$ cat src/sv/ppcs_pkg.sv
package ppcs_pkg;

  localparam int LEN_W  = 11;
  localparam int BYTE_W = 8;
  localparam int CFG_IDX_W = 2;

  localparam logic [31:0] LFSR_SEED_ZERO = 32'h1ACE_B00C;
  localparam logic [31:0] LFSR_RESET     = 32'h1234_5678;

  localparam logic [LEN_W-1:0] TARGET_RESET = 11'd1500;
  localparam logic [LEN_W-1:0] ALIGN_RESET  = 11'd16;

  typedef enum logic [CFG_IDX_W-1:0] {
    REG_PAD_ENABLE   = 2'd0,
    REG_CHAFF_ENABLE = 2'd1,
    REG_TARGET_LEN   = 2'd2,
    REG_ALIGN_LEN    = 2'd3
  } cfg_reg_e;

  typedef enum logic [1:0] {
    KIND_PAYLOAD = 2'd0,
    KIND_PAD     = 2'd1,
    KIND_CHAFF   = 2'd2
  } byte_kind_e;

  typedef enum logic [1:0] {
    PH_RECEIVE = 2'b01,
    PH_TRAIL   = 2'b10
  } phase_e;

  typedef enum logic {
    CMD_DATA = 1'b0,
    CMD_FILL = 1'b1
  } command_e;

  typedef struct packed {
    logic              command;
    logic [BYTE_W-1:0] data;
    logic              eop;
  } item_t;

  typedef struct packed {
    logic [BYTE_W-1:0] data;
    logic              final_byte;
    logic [1:0]        kind;
  } result_t;

endpackage

$ cat src/sv/ppcs_in_reg.sv
module ppcs_in_reg import ppcs_pkg::*; (
  input  logic  clk_i,
  input  logic  rst_ni,
  input  logic  in_valid_i,
  output logic  in_ready_o,
  input  item_t item_i,
  input  logic  consume_i,
  output logic  valid_o,
  output item_t item_o
);

  logic  valid_q, valid_d;
  item_t item_q, item_d;

  assign in_ready_o = !valid_q || consume_i;

  always_comb begin
    valid_d = valid_q;
    item_d  = item_q;
    if (in_valid_i && in_ready_o) begin
      valid_d = 1'b1;
      item_d  = item_i;
    end else if (consume_i) begin
      valid_d = 1'b0;
    end
  end

  always_ff @(posedge clk_i or negedge rst_ni) begin
    if (!rst_ni) begin
      valid_q <= 1'b0;
    end else begin
      valid_q <= valid_d;
    end
  end

  always_ff @(posedge clk_i) begin
    item_q <= item_d;
  end

  assign valid_o = valid_q;
  assign item_o  = item_q;

endmodule

$ cat src/sv/ppcs_out_reg.sv
module ppcs_out_reg import ppcs_pkg::*; (
  input  logic    clk_i,
  input  logic    rst_ni,
  input  logic    load_i,
  input  logic    res_valid_i,
  input  result_t res_i,
  output logic    space_o,
  output logic    out_valid_o,
  input  logic    out_ready_i,
  output result_t res_o
);

  logic    valid_q, valid_d;
  result_t res_q, res_d;

  assign space_o = !valid_q || out_ready_i;

  always_comb begin
    valid_d = valid_q;
    res_d   = res_q;
    if (load_i) begin
      valid_d = res_valid_i;
      res_d   = res_i;
    end else if (out_ready_i) begin
      valid_d = 1'b0;
    end
  end

  always_ff @(posedge clk_i or negedge rst_ni) begin
    if (!rst_ni) begin
      valid_q <= 1'b0;
    end else begin
      valid_q <= valid_d;
    end
  end

  always_ff @(posedge clk_i) begin
    res_q <= res_d;
  end

  assign out_valid_o = valid_q;
  assign res_o       = res_q;

endmodule

$ cat src/sv/ppcs_core.sv
module ppcs_core import ppcs_pkg::*; #(
  parameter int MAX_PACKET_BYTES = 1500
) (
  input  logic                 clk_i,
  input  logic                 rst_ni,
  input  logic                 cfg_we_i,
  input  logic [CFG_IDX_W-1:0] cfg_idx_i,
  input  logic [LEN_W-1:0]     cfg_data_i,
  input  logic                 take_i,
  input  item_t                item_i,
  output logic                 res_valid_o,
  output result_t              res_o
);

  localparam int RawW = $clog2(MAX_PACKET_BYTES + 1);
  localparam int CntW = (RawW > LEN_W) ? RawW : LEN_W;
  localparam logic [CntW-1:0] MaxCnt = CntW'(MAX_PACKET_BYTES);

  logic             pad_en_q, pad_en_d;
  logic             chaff_en_q, chaff_en_d;
  logic [LEN_W-1:0] target_q, target_d;
  logic [LEN_W-1:0] align_q, align_d;

  logic [CntW-1:0]  rcv_q, rcv_d;
  logic [LEN_W-1:0] aphase_q, aphase_d;
  logic [CntW-1:0]  emit_q, emit_d;
  logic [CntW-1:0]  pad_end_q, pad_end_d;
  phase_e           phase_q, phase_d;
  logic [31:0]      lfsr_q, lfsr_d;

  logic [CntW-1:0]  tgt_ext;
  logic             in_range;
  logic             passed;
  logic [CntW-1:0]  rcv_n;
  logic [LEN_W:0]   aphase_inc;
  logic [LEN_W-1:0] aphase_n;
  logic [CntW-1:0]  emit_n;
  logic [CntW:0]    pe;
  logic             due;
  logic             pad_due;
  logic             chaff_due;
  logic [CntW-1:0]  emit_1;
  logic             due_after;
  logic [31:0]      lfsr_src;
  logic [31:0]      lfsr_next;

  assign tgt_ext = CntW'(target_q);

  // Fibonacci LFSR step; an all-zero state is reseeded first.
  always_comb begin
    lfsr_src  = (lfsr_q == '0) ? LFSR_SEED_ZERO : lfsr_q;
    lfsr_next = {lfsr_src[0] ^ lfsr_src[2] ^ lfsr_src[3] ^ lfsr_src[5], lfsr_src[31:1]};
  end

  always_comb begin
    pad_en_d   = pad_en_q;
    chaff_en_d = chaff_en_q;
    target_d   = target_q;
    align_d    = align_q;
    if (cfg_we_i) begin
      case (cfg_reg_e'(cfg_idx_i))
        REG_PAD_ENABLE:   pad_en_d   = cfg_data_i[0];
        REG_CHAFF_ENABLE: chaff_en_d = cfg_data_i[0];
        REG_TARGET_LEN:   target_d   = cfg_data_i;
        REG_ALIGN_LEN:    align_d    = cfg_data_i;
        default:          ;
      endcase
    end
  end

  always_comb begin
    rcv_d       = rcv_q;
    aphase_d    = aphase_q;
    emit_d      = emit_q;
    pad_end_d   = pad_end_q;
    phase_d     = phase_q;
    lfsr_d      = lfsr_q;
    res_valid_o = 1'b0;
    res_o.data       = item_i.data;
    res_o.final_byte = 1'b0;
    res_o.kind       = KIND_PAYLOAD;

    in_range   = rcv_q < MaxCnt;
    passed     = in_range && (!pad_en_q || (rcv_q < tgt_ext));
    rcv_n      = in_range ? rcv_q + 1'b1 : rcv_q;
    aphase_inc = {1'b0, aphase_q} + 1'b1;
    if (!in_range) begin
      aphase_n = aphase_q;
    end else if (aphase_inc >= {1'b0, align_q}) begin
      aphase_n = '0;
    end else begin
      aphase_n = aphase_inc[LEN_W-1:0];
    end
    emit_n = passed ? emit_q + 1'b1 : emit_q;

    // Length after zero padding, with the counts that this byte leaves.
    pe = {1'b0, rcv_n};
    if (pad_en_q) begin
      if (align_q != '0 && aphase_n != '0 && aphase_n < align_q) begin
        pe = {1'b0, rcv_n} + (CntW + 1)'(align_q - aphase_n);
      end
      if (pe > {1'b0, tgt_ext}) begin
        pe = {1'b0, tgt_ext};
      end
      if (pe < {1'b0, emit_n}) begin
        pe = {1'b0, emit_n};
      end
    end else begin
      pe = {1'b0, emit_n};
    end
    due = ({1'b0, emit_n} < pe) || (chaff_en_q && (emit_n < tgt_ext));

    pad_due   = emit_q < pad_end_q;
    chaff_due = chaff_en_q && (emit_q < tgt_ext);
    emit_1    = emit_q + 1'b1;
    due_after = (emit_1 < pad_end_q) || (chaff_en_q && (emit_1 < tgt_ext));

    if (take_i) begin
      if (item_i.command == CMD_DATA && phase_q == PH_RECEIVE) begin
        res_valid_o = passed;
        if (item_i.eop) begin
          if (due) begin
            rcv_d     = rcv_n;
            aphase_d  = aphase_n;
            emit_d    = emit_n;
            pad_end_d = pe[CntW-1:0];
            phase_d   = PH_TRAIL;
          end else begin
            rcv_d     = '0;
            aphase_d  = '0;
            emit_d    = '0;
            pad_end_d = '0;
            res_o.final_byte = 1'b1;
          end
        end else begin
          rcv_d    = rcv_n;
          aphase_d = aphase_n;
          emit_d   = emit_n;
        end
      end else if (item_i.command == CMD_FILL && phase_q == PH_TRAIL) begin
        if (!pad_due && !chaff_due) begin
          rcv_d     = '0;
          aphase_d  = '0;
          emit_d    = '0;
          pad_end_d = '0;
          phase_d   = PH_RECEIVE;
        end else begin
          res_valid_o = 1'b1;
          if (pad_due) begin
            res_o.data = '0;
            res_o.kind = KIND_PAD;
          end else begin
            res_o.data = lfsr_next[BYTE_W-1:0];
            res_o.kind = KIND_CHAFF;
            lfsr_d     = lfsr_next;
          end
          res_o.final_byte = !due_after;
          if (due_after) begin
            emit_d = emit_1;
          end else begin
            rcv_d     = '0;
            aphase_d  = '0;
            emit_d    = '0;
            pad_end_d = '0;
            phase_d   = PH_RECEIVE;
          end
        end
      end
    end
  end

  always_ff @(posedge clk_i or negedge rst_ni) begin
    if (!rst_ni) begin
      pad_en_q   <= 1'b1;
      chaff_en_q <= 1'b1;
      target_q   <= TARGET_RESET;
      align_q    <= ALIGN_RESET;
      rcv_q      <= '0;
      aphase_q   <= '0;
      emit_q     <= '0;
      pad_end_q  <= '0;
      phase_q    <= PH_RECEIVE;
      lfsr_q     <= LFSR_RESET;
    end else begin
      pad_en_q   <= pad_en_d;
      chaff_en_q <= chaff_en_d;
      target_q   <= target_d;
      align_q    <= align_d;
      rcv_q      <= rcv_d;
      aphase_q   <= aphase_d;
      emit_q     <= emit_d;
      pad_end_q  <= pad_end_d;
      phase_q    <= phase_d;
      lfsr_q     <= lfsr_d;
    end
  end

endmodule

$ cat src/sv/packet_pad_and_chaff_shaper.sv
// Packet length shaper: passes a packet byte by byte, truncates it at the target
// length and pads it with zero bytes to the alignment (both when padding is on),
// then with LFSR chaff up to the target length when chaff is on.
// The input channel carries one transaction per data byte (command 0) or per
// fill tick (command 1); after the last byte, each fill tick draws one trailing
// byte. The output channel carries the shaped bytes with their kind, and
// final_byte marks the last byte of the shaped packet. Dropped bytes and idle
// fill ticks produce no output transaction.
// Throughput is one transaction per cycle while the receiver does not stall. An
// accepted transaction is held in the input register, then processed into the
// result register, from which it is offered on the output.
// When the receiver stalls, the result register holds its byte and the input
// register takes a transaction only while empty, then in_ready_o stays low.
// Reset clears both registers, restores the configuration defaults (padding and
// chaff on, target 1500, alignment 16) and loads the LFSR with its start value.
// Configuration writes take effect at the next clock edge; the user must make
// them only while no transaction is in flight, as the block does not enforce it.
module packet_pad_and_chaff_shaper import ppcs_pkg::*; #(
  parameter int MAX_PACKET_BYTES = 1500
) (
  input  logic                 clk_i,
  input  logic                 rst_ni,
  input  logic                 cfg_we_i,
  input  logic [CFG_IDX_W-1:0] cfg_idx_i,
  input  logic [LEN_W-1:0]     cfg_data_i,
  input  logic                 in_valid_i,
  output logic                 in_ready_o,
  input  logic                 command_i,
  input  logic [BYTE_W-1:0]    data_in_i,
  input  logic                 end_of_packet_i,
  output logic                 out_valid_o,
  input  logic                 out_ready_i,
  output logic [BYTE_W-1:0]    data_out_o,
  output logic                 final_byte_o,
  output logic [1:0]           byte_kind_o
);

  item_t   in_item;
  item_t   held_item;
  logic    held_valid;
  logic    space;
  logic    take;
  logic    res_valid;
  result_t res;
  result_t out_res;

  assign in_item.command = command_i;
  assign in_item.data    = data_in_i;
  assign in_item.eop     = end_of_packet_i;

  assign take = held_valid && space;

  ppcs_in_reg u_in_reg (
    .clk_i      (clk_i),
    .rst_ni     (rst_ni),
    .in_valid_i (in_valid_i),
    .in_ready_o (in_ready_o),
    .item_i     (in_item),
    .consume_i  (space),
    .valid_o    (held_valid),
    .item_o     (held_item)
  );

  ppcs_core #(
    .MAX_PACKET_BYTES (MAX_PACKET_BYTES)
  ) u_core (
    .clk_i       (clk_i),
    .rst_ni      (rst_ni),
    .cfg_we_i    (cfg_we_i),
    .cfg_idx_i   (cfg_idx_i),
    .cfg_data_i  (cfg_data_i),
    .take_i      (take),
    .item_i      (held_item),
    .res_valid_o (res_valid),
    .res_o       (res)
  );

  ppcs_out_reg u_out_reg (
    .clk_i       (clk_i),
    .rst_ni      (rst_ni),
    .load_i      (take),
    .res_valid_i (res_valid),
    .res_i       (res),
    .space_o     (space),
    .out_valid_o (out_valid_o),
    .out_ready_i (out_ready_i),
    .res_o       (out_res)
  );

  assign data_out_o   = out_res.data;
  assign final_byte_o = out_res.final_byte;
  assign byte_kind_o  = out_res.kind;

endmodule
$ cat config.mk
export PLATFORM = sky130hd
export DESIGN_NAME = packet_pad_and_chaff_shaper
export DESIGN_NICKNAME = d
export VERILOG_FILES = /design/src/sv/ppcs_pkg.sv /design/src/sv/ppcs_in_reg.sv /design/src/sv/ppcs_out_reg.sv /design/src/sv/ppcs_core.sv /design/src/sv/packet_pad_and_chaff_shaper.sv
export SDC_FILE = /design/constraint.sdc
export NUM_CORES = 1
export LEC_CHECK = 0
export ABC_CLOCK_PERIOD_IN_PS = 30000
export BUFFER_PORTS_ARGS = -buffer_cell sky130_fd_sc_hd__buf_4
export CAP_MARGIN = 20
export CORE_MARGIN = 10
export CORE_UTILIZATION = 30
export CTS_CLUSTER_SIZE = 24
export DETAILED_ROUTE_END_ITERATION = 10
export PLACE_DENSITY = 0.51
export SYNTH_ARGS = -nofsm -noshare
export SYNTH_HDL_FRONTEND = slang
export SYNTH_HIERARCHICAL = 1
export SYNTH_SLANG_ARGS = --single-unit
$ cat constraint.sdc
create_clock -name clk_i -period 30 [get_ports clk_i]
set_clock_uncertainty 0.15 [all_clocks]
set_input_delay 3 -clock clk_i [delete_from_list [all_inputs] [get_ports clk_i]]
set_output_delay 3 -clock clk_i [all_outputs]
set_load 0.005 [all_outputs]
==> impl_metrics.csv <==
group,metric,value,unit
outcome,outcome,"finished, final reports clean",
sta,layout_min_cycle_time,12.99,ns
global_route,antenna_found_initial,0,
global_route,grt_pass1_wl,46900,µm
setup_path,cp_top_family,"compound AO/OA/AOI/OAI gates",
die,dieArea,0.0414,mm²
die,io_pins,41,
drt,drt-total-wl,29400,µm
sta,max_slew_margin,36.7,%
logic_synthesis,synth-edff-count,21,
logic_synthesis,synthDistinctLibCells,82,
setup_path,cpMostUsedCell,"a21oi_1",
min_path,hp-class,"reg2reg",
power_and_ir_drop,ir_drop,59.5,µV
die,fp.dieW,203,µm
logic_synthesis,netlist_instances,1074,
place,pre_cts_ws,16.65,ns
sta,setup_viol,0,
logic_synthesis,yosys.area.top_type,"dfrtp_1",
place,gp_congestion,0.899,
power_and_ir_drop,p_int,0.622,mW
clocking,cts_buffers,17,
logic_synthesis,yosys-top-cells-area,"dfrtp_1 20%, ha_1 16%, dfstp_2 6.2%",
setup_path,criticalPathCategory,"reg2reg",
sta,fmax,77.0,MHz
setup_path,critical_path_arrival,13.16,ns
setup_path,worst-path-buf-inv,4,
setup_path,critPathLaunchType,"flip-flop",
setup_path,critPathMaxFanout,17,
global_route,grt_pass1_vias,8093,
layout,finalInstanceArea,0.0115,mm²
die,num_rows,67,
drt,first_pass_iters,5,
clocking,cts_tree,"done",
drt,vias,8228,
logic_synthesis,ys_seq_area_share,32.3,%
place,portBuffers,40,
layout,syn_to_final_growth,13.6,%
die,initial_utilization,30.3,%
flow_run,maxCapViolCount,0,
layout,layoutNonFillerInstCount,1561,
drt,routedWlPerCell,18.9,µm
die,design.core.area,0.0334,mm²
global_route,grt_overflow,0,
layout,nets,1266,
clocking,cts_root_buf,"clkbuf_16",
power_and_ir_drop,p_leak,5.35,nW
sta,rsz0062_at_grt,"no",
logic_synthesis,ys_ff_latch,125,
setup_path,critPathSlowestCell,"o311ai_2",
logic_synthesis,yosys.area.top_type_share,19.8,%
sta,setup_ws,17.01,ns
sta,final.setup.tns,0,ns
drt,drt-initial-drc-count,679,
power_and_ir_drop,power_density,102,mW/mm²
logic_synthesis,yosysWarningCount,6,
clocking,ctsResizeCount,0,
place,place_inst,1528,
logic_synthesis,async_flop_share,83.2,%
global_route,track_usage,14.4,%
global_route,grt_max_degree,70,
layout,drive_gt1_share,16.5,%
logic_synthesis,syn_avg_cell_area,9.40,µm²
sta,slew_violations,0,
setup_path,cp_slowest_stage_delay,0.68,ns
sta,hold_viol,0,
power_and_ir_drop,power_frac_clock,19.1,%
clocking,clk_pin_slew,0.07,ns
clocking,cts_sinks,125,
clocking,htree_levels,4,
logic_synthesis,synth-main-ff-cell,"dfrtp_1",
die,die_height,203,µm
clocking,cts_max_path_buffers,2,
sta,fin_crit_sh,43.3,%
clocking,postCtsSetupBuffers,0,
place,dp_hpwl,22800,µm
setup_path,required,30.17,ns
drt,ant_nets,0,
drt,via_per_inst,5.27,
layout,num_antenna_cells,0,
sta,worstMarginPinSlew,0.950,ns
setup_path,end_kind,"flip-flop",
clocking,clk_latency,0.44,ns
power_and_ir_drop,combPwrFrac,59.8,%
power_and_ir_drop,power_frac_seq,21.0,%
logic_synthesis,syn_area,0.0101,mm²
clocking,cts_hold_buf,0,
power_and_ir_drop,netSwitchingFraction,46.6,%
logic_synthesis,syn-num-nets,1240,
place,place_area,0.0108,mm²
power_and_ir_drop,switchingPower,0.543,mW
drt,post-route-drc-count,0,
## through the flow
stage	power, mW	utilization [%]	hold WS [ns]
final	1.16	34.4	0.339
after global routing	1.27	34.4	0.351
after CTS	1.16	34.4	0.339
after detailed placement	0.932	32.5	0.329
after global placement	0.931	32.5	0.326
after floorplan	0.749	-	0.306
## per-layer routing
metal  wire [µm]  track usage, %  up-vias
met2       13000            22.2      177
li1            -               -     3991
met5           0               0        -
met1       14600            20.2     4036
met4         499            4.45        0
met3        1320            2.41       24
## cell families after synthesis
group | Yosys count | share of synthesized area (%)
and+or+nand+nor | 293 | 14.5
AOI/OAI and AO/OA | 274 | 19.4
buffers and inverters | 139 | 5.43
adders and majority gates | 138 | 17.9
DFF | 125 | 32.3
muxes | 55 | 6.04
xor gates and xnor gates | 50 | 4.34
## registers in the layout, summed over array words and instances, names as in the netlist, 11 cells and up
signal	cells
u_core/lfsr_q	32
u_core/align_q	11
u_core/aphase_q	11
u_core/emit_q	11
u_core/pad_end_q	11
u_core/rcv_q	11
u_core/target_q	11
u_out_reg/res_o	11
## path summary, 6_finish.rpt
| kind | startpoint | endpoint | slack [ns] | depth (start not counted) |
|---|---|---|---|---|
| max in group asynchronous | rst_ni | u_core/pad_end_q[8] | 25.98 | 2 |
| min | u_core/lfsr_q[5] | u_core/lfsr_q[5] | 0.34 | 2 |
| min reg2reg | u_core/lfsr_q[5] | u_core/lfsr_q[5] | 0.34 | 2 |
| max reg2reg | u_core/aphase_q[0] | u_core/aphase_q[6] | 17.01 | 48 |
| max | u_core/aphase_q[0] | u_core/aphase_q[6] | 17.01 | 48 |
| min in group asynchronous | rst_ni | u_core/aphase_q[3] | 2.38 | 1 |
## cell type report
| class | instances | area, µm² |
|---|---|---|
| Inverter | 97 | 364 |
| Sequential cell | 125 | 3260 |
| Tap cell | 448 | 561 |
| Multi-Input combinational cell | 810 | 6290 |
| Clock buffer | 17 | 425 |
| Fill cell | 3433 | 21900 |
| Timing Repair Buffer | 49 | 368 |
| Clock inverter | 15 | 200 |
## Yosys cell counts (all sizes together), types with 5 or more instances
library cell,count
o22ai,5
buf,12
nand2,91
nor2b,7
o21a,14
clkbuf,30
dfrtp,80
nor4,16
edfxtp,21
o2bb2ai,13
nand2b,16
mux2,41
a31oi,11
and3,17
dfstp,24
a211oi,14
nand3,37
inv,97
a22o,6
a21oi,38
a21o,21
nand4,14
nor2,52
fa,11
mux2i,14
a22oi,9
o31ai,22
nor3,18
xnor2,25
o221a,8
ha,127
xor2,25
o31a,5
and2,5
o21ai,72
## cell usage in the layout, fill, tap and decap left out, types with 6 or more instances in the layout
master / count
mux2i_1: 14
nor2b_1: 7
xnor2_1: 25
a31oi_1: 11
fa_1: 11
edfxtp_1: 21
nor2_1: 52
ha_1: 127
nand2_1: 90
dfstp_2: 24
o31ai_2: 11
a21o_1: 20
and3_1: 17
a21oi_1: 38
nand3_1: 37
clkbuf_16: 17
xor2_1: 25
nor3_1: 17
a211oi_1: 14
nand4_1: 14
mux2_2: 39
buf_4: 49
a22oi_1: 9
nand2b_1: 13
dfrtp_1: 80
o21a_1: 14
o31ai_1: 11
inv_1: 97
o221a_2: 8
o21ai_0: 68
nor4_1: 15
o2bb2ai_1: 13
a22o_1: 6
## power by group through the flow
stage | Sequential (mW) | Combinational [mW] | Clock [mW]
after detailed placement | 0.248 | 0.684 | 0
after floorplan | 0.229 | 0.519 | 0
after global routing | 0.250 | 0.787 | 0.237
after CTS | 0.245 | 0.689 | 0.229
after global placement | 0.247 | 0.683 | 0
final | 0.245 | 0.697 | 0.223
## worst reg2reg max path, delay by kind of cell, from the launching register on
kind / cells / cell delay [ns]
AOI/OAI and AO/OA: 24 / 6.18
adders and majority gates: 7 / 2.62
and+or+nand+nor: 10 / 2.07
buffers and inverters: 4 / 0.62
muxes: 2 / 0.55
DFF: 1 / 0.54
xor gates and xnor gates: 1 / 0.15
No activity file was read; power rests on OpenSTA's default activity.
